File: src/sv/mfbr_ram.sv
// ----------------------------------------------------------------------------
// mfbr_ram
// Generic single-write, single-read RAM with a registered read port.
// ----------------------------------------------------------------------------
module mfbr_ram #(
  parameter int WIDTH = 32,
  parameter int DEPTH = 128
) (
  input  logic                                         clk,
  input  logic                                         we,
  input  logic [((DEPTH > 1) ? $clog2(DEPTH) : 1)-1:0] waddr,
  input  logic [WIDTH-1:0]                             wdata,
  input  logic [((DEPTH > 1) ? $clog2(DEPTH) : 1)-1:0] raddr,
  output logic [WIDTH-1:0]                             rdata
);

  logic [WIDTH-1:0] mem [DEPTH];

  always_ff @(posedge clk) begin
    if (we) begin
      mem[waddr] <= wdata;
    end
    rdata <= mem[raddr];
  end

endmodule

File: config.mk
export PLATFORM = sky130hd
export DESIGN_NAME = mfbr_ram
export DESIGN_NICKNAME = d
export VERILOG_FILES = /design/src/sv/mfbr_ram.sv
export SDC_FILE = /design/constraint.sdc
export NUM_CORES = 2
export LEC_CHECK = 0
export BUFFER_PORTS_ARGS = -buffer_cell sky130_fd_sc_hd__buf_4
export CORE_ASPECT_RATIO = 1.2
export CORE_MARGIN = 5
export CORE_UTILIZATION = 27
export DETAILED_ROUTE_END_ITERATION = 12
export PLACE_DENSITY = 0.44
export SLEW_MARGIN = 0
export SYNTH_ARGS = -nofsm -noshare
export SYNTH_HDL_FRONTEND = slang
export SYNTH_SLANG_ARGS = --single-unit
export TNS_END_PERCENT = 50
File: constraint.sdc
create_clock -name clk -period 3.2 [get_ports clk]
set_clock_uncertainty 0.05 [all_clocks]
set_input_delay 0.16 -clock clk [delete_from_list [all_inputs] [get_ports clk]]
set_output_delay 0.16 -clock clk [all_outputs]
set_load 0.02 [all_outputs]
==> run_results.csv <==
group,metric,value,unit
sta,maxSlewHeadroom,0.0889,
critical_path,cp_max_fo,1,
cells_and_area,drive_gt1_frac,0.381,
clock_network,htreeDepth,5,
cells_and_area,nNetsFinal,6800,
sta,rsz0062_at_grt,"false",
critical_path,cp-startpoint,"mem[23][30]$_DFFE_PP_",
cells_and_area,fillCellCount,53939,
sta,timing.final.hold_violations,0,
floorplanning,num_rows,306,
critical_path,reg2reg_to,"rdata[30]$_DFF_P_",
clock_network,clock-sinks,4128,
critical_path,reg2reg_depth,5,
detailed_routing,dr.pass1.iters,5,
clock_network,tritoncts.num_buffers,406,
clock_network,cts_tree,"built",
run,drv_cap,0,
logic_synthesis,synth_nets,6038,
logic_synthesis,ys_types,17,
detailed_routing,wl,487,mm
logic_synthesis,synth_warnings,0,
sta,fmaxAchievable,320,MHz
placement,globalplace.congestion,0.750,
clock_network,post_cts_buffers,0,
cells_and_area,synthToLayoutAreaGrowth,19.9,%
critical_path,reg2reg_slack,0.07,ns
placement,place_area,0.174,mm²
critical_path,startpoint_type,"flop",
cells_and_area,fin_cells,14827,
grt,overflow,0,
placement,placed_cells,13993,
detailed_routing,ant_nets,0,
logic_synthesis,synth-seq-cells,4128,
clock_network,clock-root-buffer,"clkbuf_16",
detailed_routing,avgViaCountPerCell,4.82,
sta,drv_slew,0,
grt,grt_pass1_wl,658,mm
detailed_routing,drt_iter0_markers,7446,
grt,grt_start_max_net_pins,129,
pwr,power.total,0.115,W
logic_synthesis,syn_inst,5990,
critical_path,critPathKind,"flop to flop",
logic_synthesis,synth_area,0.156,mm²
critical_path,cp-end-kind,"flop",
clock_network,path_clk_slew,0.07,ns
pwr,vdd_drop_max,0.000443,V
floorplanning,core,0.578,mm²
cells_and_area,final_cell_area,0.187,mm²
placement,dp_slack,-0.421,ns
placement,dp_hpwl,285,mm
sta,setup_viol,0,
grt,grt_pass1_vias,74547,
sta,period_share,0.978,
sta,period_minus_slack,3.13,ns
floorplanning,die_height,843,µm
floorplanning,die-area,0.594,mm²
placement,port_buffers,79,
detailed_routing,vias,71405,
detailed_routing,drc,0,
clock_network,clk_latency,1.00,ns
worst_hold_path,hold_class,"input pin to flop",
floorplanning,start_util,0.270,
critical_path,critPathRequiredTime,4.01,ns
grt,grt_usage,0.160,
critical_path,reg2reg_from,"mem[23][30]$_DFFE_PP_",
pwr,p_leak,56.6,nW
floorplanning,boundaryPins,80,
floorplanning,dieWidth,705,µm
clock_network,clockBufferDepth,4,
sta,worst_pin_slew,1.37,ns
critical_path,crit_path_end,"rdata[30]$_DFF_P_",
sta,worst_slack,0.0715,ns
run_status,status,"finished clean",
detailed_routing,wl_per_cell,32.8,µm
pwr,powerDensity,612,mW/mm²
critical_path,crit_arrival,3.93,ns
logic_synthesis,synth.yosys.seq_area_share,0.791,
grt,antenna_found_initial,54,
logic_synthesis,synth_area_per_cell,26.1,µm²
[worst min path at each step]
stage                    from                      to  slack [ns]  cells past startpoint
floorplan            wdata[0]     mem[0][0]$_DFFE_PP_        0.21                      0
global placement    wdata[20]   mem[98][20]$_DFFE_PP_        0.49                      1
detailed placement  wdata[20]  mem[102][20]$_DFFE_PP_        0.50                      1
CTS                 wdata[28]  mem[103][28]$_DFFE_PP_        0.03                      2
global route        wdata[28]   mem[99][28]$_DFFE_PP_        0.08                      2
finish              wdata[28]  mem[103][28]$_DFFE_PP_        0.11                      2
[report_power, final]
group | total (W) | leakage, nW | internal, W | switching, W
clock network | 0.0479 | 6.38 | 0.0271 | 0.0208
registers | 0.0600 | 37.1 | 0.0597 | 0.000314
logic | 0.00666 | 13.1 | 0.00270 | 0.00397
total | 0.115 | 56.6 | 0.0895 | 0.0250
[metal layers]
metal	vias up	track usage	wire length, µm
met5	-	0	75
met4	12	0.0357	10500
met3	500	0.0202	22900
met2	2045	0.279	249000
met1	40839	0.214	205000
li1	28009	-	-
[cells in the final DEF, fill, tap and decap left out]
cell / n
buf_6: 1
clkinv_2: 67
dlygate4sd3_1: 51
mux2_2: 32
buf_8: 3
clkinv_16: 6
nand2_2: 3
buf_16: 1
nor2b_1: 7
clkbuf_1: 100
nor2_1: 3
buf_12: 267
nor3_4: 2
nand2b_1: 2
clkbuf_16: 411
clkbuf_8: 11
nand3_1: 8
inv_16: 2
nand4_1: 3
edfxtp_1: 4096
nand3_2: 4
nand2_1: 11
inv_6: 10
clkinv_4: 3
or3_1: 1
dfxtp_1: 32
clkinv_8: 4
clkinvlp_4: 18
buf_4: 347
nor3_2: 7
mux4_2: 1344
diode_2: 35
bufinv_16: 40
clkinv_1: 76
nor2_4: 119
[cells by family (layout without fill, tap and decap cells)]
logic type | after synthesis | in the layout | synth area share
muxes | 1376 | 1376 | 0.196
and+or+nand+nor | 170 | 170 | 0.00446
DFF | 4128 | 4128 | 0.791
buffers and inverters | 316 | 1418 | 0.00839
other | 0 | 35 | 0
[critical path, cell delays in order, from the launching register on]
cell	delay (ns)
edfxtp_1	0.36
mux4_2	0.48
mux4_2	0.61
mux4_2	0.64
mux2_2	0.31
dlygate4sd3_1	0.55
[Yosys cell counts (all sizes together)]
cell	instances	share of area
nand2b	2	0.000080
nand2	14	0.00034
buf	134	0.0040
mux2	32	0.0023
edfxtp	4096	0.79
nand4	3	0.00012
clkbuf	182	0.0044
mux4	1344	0.19
or3	1	0.000040
nor2b	7	0.00028
nor3	9	0.00029
nand3	12	0.00038
dfxtp	32	0.0041
nor2	122	0.0029
[state kept, by name, indices dropped and copies added, names as in the netlist]
signal / cells
mem: 4096
rdata: 32
[layout make-up]
cell class / count / area (µm²) / area share
Clock buffer: 522 / 10800 / 0.0577
Antenna cell: 35 / 87.6 / 0.000467
Tap cell: 7700 / 9630 / 0.0514
Multi-Input combinational cell: 1546 / 32300 / 0.172
Timing Repair Buffer: 670 / 8540 / 0.0456
Sequential cell: 4128 / 124000 / 0.660
Clock inverter: 226 / 2360 / 0.0126
[per-stage QoR]
step | TNS (ns) | util | hold WS, ns
6_report | 0 | 0.324 | 0.110
4_1_cts | 0 | 0.324 | 0.0293
3_5_place_dp | -5.56 | 0.300 | 0.497
2_1_floorplan | -47.37 | - | 0.209
3_3_place_gp | -5.69 | 0.300 | 0.487
5_1_grt | 0 | 0.324 | 0.0820
[repair_timing]
action | 4_1_cts | 5_1_grt
hold endpoints to repair | 3873 | 0
gates resized for setup | 0 | 0
hold buffers | 51 | 0
No activity file was read; power rests on OpenSTA's default activity.
